===== src/rtl/dhcptlv_pkg.sv =====
// shared types and constants of the dhcp option parser
// no dependencies
package dhcptlv_pkg;

  localparam int BYTE_W     = 8;
  localparam int WORD_W     = 32;
  localparam int FIFO_DEPTH = 2;
  localparam int FIFO_AW    = $clog2(FIFO_DEPTH);
  localparam int FIFO_CW    = $clog2(FIFO_DEPTH + 1);
  localparam int CFG_AW     = 3;

  localparam logic [BYTE_W-1:0] TAG_PAD      = 8'd0;
  localparam logic [BYTE_W-1:0] TAG_MASK     = 8'd1;
  localparam logic [BYTE_W-1:0] TAG_ROUTER   = 8'd3;
  localparam logic [BYTE_W-1:0] TAG_DNS      = 8'd6;
  localparam logic [BYTE_W-1:0] TAG_LEASE    = 8'd51;
  localparam logic [BYTE_W-1:0] TAG_MSG_TYPE = 8'd53;
  localparam logic [BYTE_W-1:0] TAG_SERVER   = 8'd54;
  localparam logic [BYTE_W-1:0] TAG_END      = 8'd255;

  localparam logic [WORD_W-1:0] RST_LEASE = 32'd3600;
  localparam logic [WORD_W-1:0] RST_MASK  = 32'hffff_ff00;

  localparam logic REG_LEASE = 1'b0;
  localparam logic REG_MASK  = 1'b1;

  typedef struct packed {
    logic [BYTE_W-1:0] data;
    logic              last;
    logic              tag_ld;
    logic              len_ld;
    logic              val_ld;
    logic              val_keep;
    logic              commit;
  } token_t;

  typedef struct packed {
    logic              lease_we;
    logic              mask_we;
    logic [WORD_W-1:0] data;
  } cfg_wr_t;

  typedef struct packed {
    logic [BYTE_W-1:0] message_type;
    logic [WORD_W-1:0] subnet_mask;
    logic [WORD_W-1:0] router_address;
    logic [WORD_W-1:0] name_server;
    logic              name_server_valid;
    logic [WORD_W-1:0] lease_seconds;
    logic [WORD_W-1:0] server_identifier;
  } result_t;

endpackage


===== src/rtl/dhcp_option_tlv_parser.sv =====
// top level of the dhcp option parser: config registers, front, queue, back
// depends on dhcptlv_pkg, dhcptlv_front, dhcptlv_fifo, dhcptlv_back
//
// usage
//   input channel: one byte of the options region per item, last_byte set on
//   the final byte; an item is taken when push is high and full is low.
//   result channel: one result per region, on the item marked last; it shows
//   while empty is low and is taken when pop is high.
//   config port: apb style, always ready; 0x0 default lease, 0x4 default
//   mask. a write also reloads the matching held value.
// timing
//   one item per cycle while full is low. the front updates its phase state
//   in the cycle it takes a byte; the back consumes one queued token per cycle
//   unless a last token meets a waiting result; the result is registered.
// reset and stall
//   synchronous reset clears the queue, the parse state and the result
//   valid flag and loads the reset defaults. while the result waits, the back
//   keeps taking non-final tokens; a second last token waits in the two-entry
//   queue and full rises once the queue fills.
module dhcp_option_tlv_parser (
  input  logic        clk,
  input  logic        rst_n,
  input  logic        push,
  output logic        full,
  input  logic [7:0]  in_option_byte,
  input  logic        in_last_byte,
  output logic        empty,
  input  logic        pop,
  output logic [7:0]  out_message_type,
  output logic [31:0] out_subnet_mask,
  output logic [31:0] out_router_address,
  output logic [31:0] out_name_server,
  output logic        out_name_server_valid,
  output logic [31:0] out_lease_seconds,
  output logic [31:0] out_server_identifier,
  input  logic        psel,
  input  logic        penable,
  input  logic        pwrite,
  input  logic [2:0]  paddr,
  input  logic [31:0] pwdata,
  output logic [31:0] prdata,
  output logic        pready
);
  import dhcptlv_pkg::*;

  logic [WORD_W-1:0] dflt_lease_r, dflt_mask_r;
  logic              wr_en, accept;
  cfg_wr_t           cfg_wr;
  token_t            front_tok, q_tok;
  logic              q_full, q_valid, q_pop;
  result_t           res;
  logic              res_valid;

  assign pready = 1'b1;
  assign wr_en  = psel && penable && pwrite;
  assign prdata = (paddr[2] == REG_MASK) ? dflt_mask_r : dflt_lease_r;

  assign cfg_wr.lease_we = wr_en && (paddr[2] == REG_LEASE);
  assign cfg_wr.mask_we  = wr_en && (paddr[2] == REG_MASK);
  assign cfg_wr.data     = pwdata;

  always_ff @(posedge clk) begin
    if (!rst_n) begin
      dflt_lease_r <= RST_LEASE;
      dflt_mask_r  <= RST_MASK;
    end else begin
      if (cfg_wr.lease_we) dflt_lease_r <= pwdata;
      if (cfg_wr.mask_we)  dflt_mask_r  <= pwdata;
    end
  end

  assign full   = q_full;
  assign accept = push && !q_full;

  dhcptlv_front u_front (
    .clk         (clk),
    .rst_n       (rst_n),
    .accept      (accept),
    .option_byte (in_option_byte),
    .last_byte   (in_last_byte),
    .tok         (front_tok)
  );

  dhcptlv_fifo u_fifo (
    .clk      (clk),
    .rst_n    (rst_n),
    .wr_en    (accept),
    .wr_tok   (front_tok),
    .full     (q_full),
    .rd_valid (q_valid),
    .rd_tok   (q_tok),
    .rd_en    (q_pop)
  );

  dhcptlv_back u_back (
    .clk        (clk),
    .rst_n      (rst_n),
    .tok_valid  (q_valid),
    .tok        (q_tok),
    .tok_pop    (q_pop),
    .cfg_wr     (cfg_wr),
    .dflt_lease (dflt_lease_r),
    .dflt_mask  (dflt_mask_r),
    .res        (res),
    .res_valid  (res_valid),
    .res_pop    (pop)
  );

  assign empty                 = !res_valid;
  assign out_message_type      = res.message_type;
  assign out_subnet_mask       = res.subnet_mask;
  assign out_router_address    = res.router_address;
  assign out_name_server       = res.name_server;
  assign out_name_server_valid = res.name_server_valid;
  assign out_lease_seconds     = res.lease_seconds;
  assign out_server_identifier = res.server_identifier;

endmodule


===== src/rtl/dhcptlv_fifo.sv =====
// short token queue between the parser front and back
// depends on dhcptlv_pkg
module dhcptlv_fifo (
  input  logic                clk,
  input  logic                rst_n,
  input  logic                wr_en,
  input  dhcptlv_pkg::token_t wr_tok,
  output logic                full,
  output logic                rd_valid,
  output dhcptlv_pkg::token_t rd_tok,
  input  logic                rd_en
);
  import dhcptlv_pkg::*;

  token_t             mem_r [FIFO_DEPTH];
  logic [FIFO_AW-1:0] wr_ptr_r, wr_ptr_nxt;
  logic [FIFO_AW-1:0] rd_ptr_r, rd_ptr_nxt;
  logic [FIFO_CW-1:0] cnt_r, cnt_nxt;
  logic               do_wr, do_rd;

  assign full     = (cnt_r == FIFO_CW'(FIFO_DEPTH));
  assign rd_valid = (cnt_r != '0);
  assign rd_tok   = mem_r[rd_ptr_r];
  assign do_wr    = wr_en && !full;
  assign do_rd    = rd_en && rd_valid;

  always_comb begin
    wr_ptr_nxt = wr_ptr_r;
    rd_ptr_nxt = rd_ptr_r;
    cnt_nxt    = cnt_r;
    if (do_wr) begin
      wr_ptr_nxt = (wr_ptr_r == FIFO_AW'(FIFO_DEPTH - 1)) ? '0 : wr_ptr_r + 1'b1;
    end
    if (do_rd) begin
      rd_ptr_nxt = (rd_ptr_r == FIFO_AW'(FIFO_DEPTH - 1)) ? '0 : rd_ptr_r + 1'b1;
    end
    if (do_wr && !do_rd) begin
      cnt_nxt = cnt_r + 1'b1;
    end else if (do_rd && !do_wr) begin
      cnt_nxt = cnt_r - 1'b1;
    end
  end

  always_ff @(posedge clk) begin
    if (!rst_n) begin
      wr_ptr_r <= '0;
      rd_ptr_r <= '0;
      cnt_r    <= '0;
    end else begin
      wr_ptr_r <= wr_ptr_nxt;
      rd_ptr_r <= rd_ptr_nxt;
      cnt_r    <= cnt_nxt;
    end
  end

  always_ff @(posedge clk) begin
    if (do_wr) begin
      mem_r[wr_ptr_r] <= wr_tok;
    end
  end

endmodule


===== src/rtl/dhcptlv_front.sv =====
// parser front: tracks tag, length, value and stop phases and classifies each item
// depends on dhcptlv_pkg
module dhcptlv_front (
  input  logic                clk,
  input  logic                rst_n,
  input  logic                accept,
  input  logic [7:0]          option_byte,
  input  logic                last_byte,
  output dhcptlv_pkg::token_t tok
);
  import dhcptlv_pkg::*;

  localparam logic [1:0] PH_TAG  = 2'd0;
  localparam logic [1:0] PH_LEN  = 2'd1;
  localparam logic [1:0] PH_VAL  = 2'd2;
  localparam logic [1:0] PH_STOP = 2'd3;

  logic [1:0]        phase_r, phase_nxt;
  logic [BYTE_W-1:0] remain_r, remain_nxt;
  logic [2:0]        vcnt_r, vcnt_nxt;

  always_comb begin
    phase_nxt    = phase_r;
    remain_nxt   = remain_r;
    vcnt_nxt     = vcnt_r;
    tok          = '0;
    tok.data     = option_byte;
    tok.last     = last_byte;
    case (phase_r)
      PH_TAG: begin
        if (option_byte == TAG_END) begin
          phase_nxt = PH_STOP;
        end else if (option_byte != TAG_PAD) begin
          tok.tag_ld = 1'b1;
          phase_nxt  = PH_LEN;
        end
      end
      PH_LEN: begin
        tok.len_ld = 1'b1;
        remain_nxt = option_byte;
        vcnt_nxt   = '0;
        if (option_byte == '0) begin
          tok.commit = 1'b1;
          phase_nxt  = PH_TAG;
        end else begin
          phase_nxt = PH_VAL;
        end
      end
      PH_VAL: begin
        tok.val_ld   = 1'b1;
        tok.val_keep = (vcnt_r < 3'd4);
        if (vcnt_r < 3'd4) begin
          vcnt_nxt = vcnt_r + 1'b1;
        end
        remain_nxt = remain_r - 1'b1;
        if (remain_r == 8'd1) begin
          tok.commit = 1'b1;
          phase_nxt  = PH_TAG;
        end
      end
      default: begin
      end
    endcase
    if (last_byte) begin
      phase_nxt  = PH_TAG;
      remain_nxt = '0;
      vcnt_nxt   = '0;
    end
  end

  always_ff @(posedge clk) begin
    if (!rst_n) begin
      phase_r  <= PH_TAG;
      remain_r <= '0;
      vcnt_r   <= '0;
    end else if (accept) begin
      phase_r  <= phase_nxt;
      remain_r <= remain_nxt;
      vcnt_r   <= vcnt_nxt;
    end
  end

endmodule


===== src/rtl/dhcptlv_back.sv =====
// parser back: assembles option values, keeps the held fields, emits results
// depends on dhcptlv_pkg
module dhcptlv_back (
  input  logic                 clk,
  input  logic                 rst_n,
  input  logic                 tok_valid,
  input  dhcptlv_pkg::token_t  tok,
  output logic                 tok_pop,
  input  dhcptlv_pkg::cfg_wr_t cfg_wr,
  input  logic [31:0]          dflt_lease,
  input  logic [31:0]          dflt_mask,
  output dhcptlv_pkg::result_t res,
  output logic                 res_valid,
  input  logic                 res_pop
);
  import dhcptlv_pkg::*;

  logic [BYTE_W-1:0] tag_r, tag_nxt;
  logic [BYTE_W-1:0] len_r, len_nxt;
  logic [WORD_W-1:0] vs_r, vs_nxt;
  result_t           held_r, held_nxt, held_cur;
  result_t           res_r;
  logic              res_valid_r, res_valid_nxt;
  logic [BYTE_W-1:0] len_eff;
  logic              n_is4, n_ge4, n_is1;

  assign tok_pop   = tok_valid && (!tok.last || !res_valid_r || res_pop);
  assign res       = res_r;
  assign res_valid = res_valid_r;
  assign len_eff   = tok.len_ld ? tok.data : len_r;
  assign n_is4     = (len_eff == 8'd4);
  assign n_ge4     = (len_eff >= 8'd4);
  assign n_is1     = (len_eff == 8'd1);

  always_comb begin
    tag_nxt       = tag_r;
    len_nxt       = len_r;
    vs_nxt        = vs_r;
    held_cur      = held_r;
    held_nxt      = held_r;
    res_valid_nxt = res_valid_r && !res_pop;
    if (tok_pop) begin
      if (tok.tag_ld) begin
        tag_nxt = tok.data;
      end
      if (tok.len_ld) begin
        len_nxt = tok.data;
        vs_nxt  = '0;
      end
      if (tok.val_ld && tok.val_keep) begin
        vs_nxt = {vs_r[WORD_W-BYTE_W-1:0], tok.data};
      end
      if (tok.commit) begin
        case (tag_r)
          TAG_MASK: begin
            if (n_is4) held_cur.subnet_mask = vs_nxt;
          end
          TAG_ROUTER: begin
            if (n_ge4) held_cur.router_address = vs_nxt;
          end
          TAG_DNS: begin
            if (n_ge4) begin
              held_cur.name_server       = vs_nxt;
              held_cur.name_server_valid = 1'b1;
            end
          end
          TAG_LEASE: begin
            if (n_is4) held_cur.lease_seconds = vs_nxt;
          end
          TAG_MSG_TYPE: begin
            if (n_is1) held_cur.message_type = vs_nxt[BYTE_W-1:0];
          end
          TAG_SERVER: begin
            if (n_is4) held_cur.server_identifier = vs_nxt;
          end
          default: begin
          end
        endcase
      end
      held_nxt = held_cur;
      if (tok.last) begin
        res_valid_nxt = 1'b1;
        tag_nxt       = '0;
        len_nxt       = '0;
        vs_nxt        = '0;
        held_nxt      = '0;
        held_nxt.subnet_mask   = dflt_mask;
        held_nxt.lease_seconds = dflt_lease;
      end
    end
    if (cfg_wr.lease_we) begin
      held_nxt.lease_seconds = cfg_wr.data;
    end
    if (cfg_wr.mask_we) begin
      held_nxt.subnet_mask = cfg_wr.data;
    end
  end

  always_ff @(posedge clk) begin
    if (!rst_n) begin
      tag_r       <= '0;
      len_r       <= '0;
      vs_r        <= '0;
      held_r      <= '{message_type: '0, subnet_mask: RST_MASK, router_address: '0,
                       name_server: '0, name_server_valid: 1'b0,
                       lease_seconds: RST_LEASE, server_identifier: '0};
      res_valid_r <= 1'b0;
    end else begin
      tag_r       <= tag_nxt;
      len_r       <= len_nxt;
      vs_r        <= vs_nxt;
      held_r      <= held_nxt;
      res_valid_r <= res_valid_nxt;
    end
  end

  always_ff @(posedge clk) begin
    if (tok_pop && tok.last) begin
      res_r <= held_cur;
    end
  end

endmodule


===== config.mk =====
export PLATFORM = sky130hd
export DESIGN_NAME = dhcp_option_tlv_parser
export DESIGN_NICKNAME = d
export VERILOG_FILES = /design/src/rtl/dhcptlv_pkg.sv /design/src/rtl/dhcp_option_tlv_parser.sv /design/src/rtl/dhcptlv_fifo.sv /design/src/rtl/dhcptlv_front.sv /design/src/rtl/dhcptlv_back.sv
export SDC_FILE = /design/constraint.sdc
export NUM_CORES = 1
export LEC_CHECK = 0
export BUFFER_PORTS_ARGS = -buffer_cell sky130_fd_sc_hd__buf_4
export CAP_MARGIN = 40
export CORE_ASPECT_RATIO = 2
export CORE_MARGIN = 2
export CORE_UTILIZATION = 40
export DETAILED_ROUTE_END_ITERATION = 10
export GPL_TIMING_DRIVEN = 0
export PLACE_DENSITY_LB_ADDON = 0.15
export SLEW_MARGIN = 0
export SYNTH_ARGS = -nofsm -noshare
export SYNTH_HDL_FRONTEND = slang
export SYNTH_HIERARCHICAL = 1
export SYNTH_SLANG_ARGS = --single-unit

===== constraint.sdc =====
create_clock -name clk -period 18.7 [get_ports clk]
set_clock_uncertainty 0.2 [all_clocks]
set_input_delay 2.805 -clock clk [delete_from_list [all_inputs] [get_ports clk]]
set_output_delay 2.805 -clock clk [all_outputs]
set_load 0.02 [all_outputs]

After elaboration in Yosys (flattened, before gate mapping)
Memories as Yosys holds them, arrays and structs flattened. A register that Yosys moved wholly into a read port is not among the register bits.
Cells that the tools add are included.
{ "classes": {"reduce_logical": 35, "add_sub_neg": 6, "eq_ne": 16, "order_cmp": 2, "bitwise_logic": 1, "mux": 55} }
{ "op_table": {"columns": ["cell", "count"], "rows": [
  ["$mux 169", 3],
  ["$mux 32", 14],
  ["$mux 161", 1],
  ["$mux 33", 2],
  ["$mux 8", 7],
  ["$eq 8x1->1 const B", 3],
  ["$eq 8x6->1 const B", 3],
  ["$eq 8x3->1 const B", 2],
  ["$mux 2", 8],
  ["$pmux 8 s2", 1],
  ["$mux 1", 14],
  ["$logic_and 1x1->1", 13],
  ["$reduce_bool 2->1", 5],
  ["$eq 8x2->1 const B", 1],
  ["$eq 8x8->1 const B", 1],
  ["$ge 8x3->1 const B", 1],
  ["$logic_not 8->1", 1],
  ["$reduce_bool 8->1", 1],
  ["$sub 8x1->8 const B", 1],
  ["$logic_not 1->1", 6],
  ["$mux 3", 2],
  ["$ne 3x2->1 const B", 2],
  ["$pmux 2 s3", 1],
  ["$pmux 3 s2", 1],
  ["other kinds (17)", 21]
]} }
{ "word_totals": {"in_bits": 51, "memories": 1, "register_bits": 468, "ramBits": 28, "out_inout_bits": 204} }
{ "mem_list": {"columns": ["name", "depth", "word_bits", "read_ports", "rd_ports_with_merged_regs", "wr", "line", "rtl"], "rows": [
  ["u_fifo.mem_r", 2, 14, 1, 1, 1, "dhcptlv_fifo.sv:15", "token_t mem_r [FIFO_DEPTH];"]
]} }

Depth between registers and ports, before layout
{ "logic_depth": {"word_depth": 8, "depth_mapped": 11, "ltp_nobuf": 9} }

By module
Netlist, hierarchy kept.
{ "by_module_without_submodules": {"columns": ["module", "n_inst", "cells_each", "area_per_inst_um2"], "rows": [
  ["dhcptlv_back", 1, 1641, 16887.4],
  ["dhcp_option_tlv_parser", 1, 309, 3055.4],
  ["dhcptlv_fifo", 1, 68, 1239.9],
  ["dhcptlv_front", 1, 128, 1027.2]
]} }

Worst setup path before layout
No wires, ideal clock.
{ "synth_path": {"path_kind": "input-to-reg", "from": "input port pop", "to": "register u_back/held_r[137] in the netlist's numbering", "setup_time_ps": 60, "arrival_time_ps": 8883, "path_slack_ps": 9558, "required_time_ps": 18440, "n_path_buf": 2, "stages": 7, "cell_sequence": "nand2b_1 > nor2b_1 > clkbuf_1 > clkbuf_1 > a22oi_1 > o211ai_1 > a221o_1"} }
{ "synth_via": {"elab_chain_len": 3} }
{ "synth_lines": {"columns": ["element", "line", "rtl"], "rows": [
  ["start, declared", "dhcp_option_tlv_parser.sv:28", "input logic pop,"],
  ["$logic_or 1x1->1", "dhcptlv_back.sv:27", "assign tok_pop = tok_valid && (!tok.last || !res_valid_r || res_pop);"],
  ["$logic_and 1x1->1", "dhcptlv_back.sv:27", null],
  ["$reduce_bool 2->1 (no line)", null, null],
  ["end signal, assigned", "dhcptlv_back.sv:104", "held_r <= '{message_type: '0, subnet_mask: RST_MASK, router_address: '0,"],
  ["end signal, assigned", "dhcptlv_back.sv:112", "held_r <= held_nxt;"],
  ["end, declared", "dhcptlv_back.sv:21", "result_t held_r, held_nxt, held_cur;"]
]} }
Every way passes these cells.
A chain may end at the register's enable or synchronous reset.

Worst setup path in the final report
{ "layout_path": {"from": "input port paddr[2]", "to": "output port prdata[23]"} }
{ "layout_via": {"elab_chain_len": 1} }
{ "layout_lines": {"columns": ["element", "line", "rtl"], "rows": [
  ["start, declared", "dhcp_option_tlv_parser.sv:39", "input logic [2:0] paddr,"],
  ["$mux 32", "dhcp_option_tlv_parser.sv:56", "assign prdata = (paddr[2] == REG_MASK) ? dflt_mask_r : dflt_lease_r;"],
  ["end, declared", "dhcp_option_tlv_parser.sv:41", "output logic [31:0] prdata,"]
]} }
Every way passes these cells.

==> results.toml <==
[timing]
setup_total_negative_slack_ns = 0
fmaxAchievable_ghz = 0.146
hold_violations = 0
tightestPinTransition_ns = 0.935
fin_crit_ns = 6.85
drv_slew = 0
final-setup-viol-count = 0
grt_setup_unrepaired = "false"
fin_worst_hold_slack_ns = 0.265
slew-limit-headroom_pct = 37.0
period_share_pct = 36.6

[die]
fp.dieArea_um2 = 57500
die-width_um = 171
top_level_ports = 255
initial_utilization_pct = 40.3
floorplan.rows = 122
floorplan.die.height_um = 337
core_region_area_um2 = 55100

[worst_setup_path]
cp-start-kind = "primary input"
timing.setup.critical_path_class = "primary input to output pin"
worst_setup_path_end_kind = "output pin"
worst_path_largest_cell_delay_ns = 0.41
series_of_cell_instances_along_the_critical_path = "buf_6 > buf_2 > mux2_2 > buf_4"
critical_path_arrival_ns = 3.84
critPathRequiredTime_ns = 15.69
worstPathMaxFanout = 10
crit_slowest_cell = "sky130_fd_sc_hd__mux2_2"

[synth]
synth_compound_area_share_pct = 22.0
fraction_of_post_synthesis_cell_area_in_the_top_cell_type_by_area_pct = 27.0
yosys_register_bits = 497
synthCells = 2146
ys.warnings.count = 6
post_syn_area_per_cell_um2 = 10.3
yosys.area.top_type = "sky130_fd_sc_hd__dfxtp_1"
synth_xor_area_share_pct = 0.158
synth-adder-area-share_pct = 0.394
yosys.cell_types.count = 77
share_of_synthesized_registers_carrying_an_async_set_or_reset_pct = 0
syn-num-nets = 2204
synthesis.area_um2 = 22200
synth-seq-area-share_pct = 53.7
multiplexer_share_of_the_synthesized_area_pct = 6.07
synth_edf_count = 197
postSynth.topFlopCell = "sky130_fd_sc_hd__dfxtp_1"
synth_top_family_by_area = "compound AO/OA/AOI/OAI gates"
synth.area.top_cells = "sky130_fd_sc_hd__dfxtp_1, sky130_fd_sc_hd__edfxtp_1, sky130_fd_sc_hd__a21oi_1"
synth_simple_gate_area_share_pct = 13.0

[clocking]
cts_tree = "built"
post_cts_resize_count = 0
post-cts-setup-buffer-count = 0
tritoncts_num_sinks = 497
cts.path.max_buffers = 3
cts_max_level = 2
clock_latency_ns = 0.59
clk_transition_reported_paths_ns = 0.06
cts_hold_buf = 0
clockRootBuffer = "sky130_fd_sc_hd__clkbuf_16"
cts_buffers = 45

[worst_hold_path]
hold_path_class = "flip-flop to flip-flop"

[power_and_ir_drop]
static-leakage-power_uw = 0.00939
vdd_drop_max_mv = 0.0902
power-per-cell-area_nw_per_um2 = 137

[cells_and_area]
n_antenna_cell = 0
most_common_library_cell_in_the_layout_ignoring_fill_and_taps = "sky130_fd_sc_hd__dfxtp_1"
finish.instance_area_um2 = 26600
top_library_cells_by_usage_in_the_layout_fill_and_taps_aside = "sky130_fd_sc_hd__dfxtp_1, sky130_fd_sc_hd__buf_4, sky130_fd_sc_hd__nand2_1"
fraction_of_layout_cells_with_a_size_suffix_above_1_pct = 17.6
area_growth_syn_to_layout_pct = 20.0
fin_nets = 2518

[grt]
groute.usage.overall_pct = 26.8
grt_antenna_before_repair = 0
grt_remaining_overflow = 0
grt_pass1_wl_um = 114000
first_global_vias = 18300
grt_max_degree = 58

[placed_design]
dp.final_hpwl_um = 62500
routabilityCongestion = 0.992
postPlaceCellArea_um2 = 25200
port_buf_inserts = 250

[outcome]
run_status = "finished, final reports clean"

[flow_run]
max_cap_violations = 0

[detailed_routing]
post_drt_via_cell_ratio = 5.65
drt_iter0_drcs = 1353
total_wirelength_of_the_detailed_routed_design_um = 78500
detail_route.wl_per_cell_um = 24.2
detailroute.via_count = 18300
detail_route.first_pass.iterations = 5
detail_route.drc_violations = 0
antenna_violating_nets_post_route = 0
worst max-delay path, delay by kind of cell:
kind / cells / cell delay (ns)
mux: 1 / 0.41
buf+inv: 3 / 0.61
final timing paths:
check / start / end / slack (ns) / depth (start not counted)
max reg2reg: flip-flop / u_back/res[158] / 14.09 / 9
min: u_back/held_r[82] / u_back/held_r[82] / 0.27 / 1
max: paddr[2] / prdata[23] / 11.85 / 4
min reg2reg: u_back/held_r[82] / u_back/held_r[82] / 0.27 / 1
flip-flops by register name, indices dropped and copies added (netlist names), named ones only:
name	count
u_back/held_r	169
u_back/res	169
dflt_lease_r	32
dflt_mask_r	32
u_back/vs_r	32
u_fifo/mem_r	28
u_back/len_r	8
u_back/tag_r	8
u_front/remain_r	8
u_front/vcnt_r	3
u_fifo/cnt_r	2
u_front/phase_r	2
u_back/res_valid	1
u_fifo/rd_ptr_r	1
u_fifo/wr_ptr_r	1
cell type report:
type,instances,area (um2)
tap,744,931
clock inverter,16,111
sequential,497,11900
inverter,49,184
timing repair buffer,267,2050
multi-input combinational,1410,9240
clock buffer,68,1340
buffer,190,865
fill,5217,28500
metal layers:
metal,global-route usage (%),wire length (um),up-vias
met4,14.8,4540,0
met2,50.9,41800,715
li1,-,-,8566
met1,28.4,28700,8818
met5,0,0,-
met3,2.89,3410,212
per-stage QoR:
stage,cells,setup WS (ns),utilization (%),power [uW]
after floorplan,2146,9.56,-,2230
after global placement,3140,6.96,45.4,2720
after detailed placement,3157,11.83,45.7,2720
after CTS,3241,11.83,48.3,3650
after global routing,3241,11.83,48.3,3780
final,3241,11.85,48.3,3640
cells in the mapped netlist (all sizes together) (55+ instances only):
| library cell | number |
|---|---|
| a21oi | 174 |
| mux2i | 72 |
| a22oi | 72 |
| edfxtp | 197 |
| clkbuf | 138 |
| nor2 | 112 |
| o2bb2ai | 64 |
| nand2 | 215 |
| nor2b | 111 |
| o21ai | 122 |
| dfxtp | 300 |
| mux2 | 55 |
report_power, final:
group	total, uW	internal [uW]	switching [uW]
clock	930	510	420
combinational	1230	444	781
sequential	1480	1370	112
total	3640	2330	1310
kinds of logic after synthesis:
family	Yosys count
other	1
adder cells (fa/ha/maj)	7
buffers and inverters	239
AND/OR/NAND/NOR	576
XOR/XNOR	4
AO/OA/AOI/OAI	695
multiplexers	127
flip-flops	497
Power figures use the tool's default switching activity.
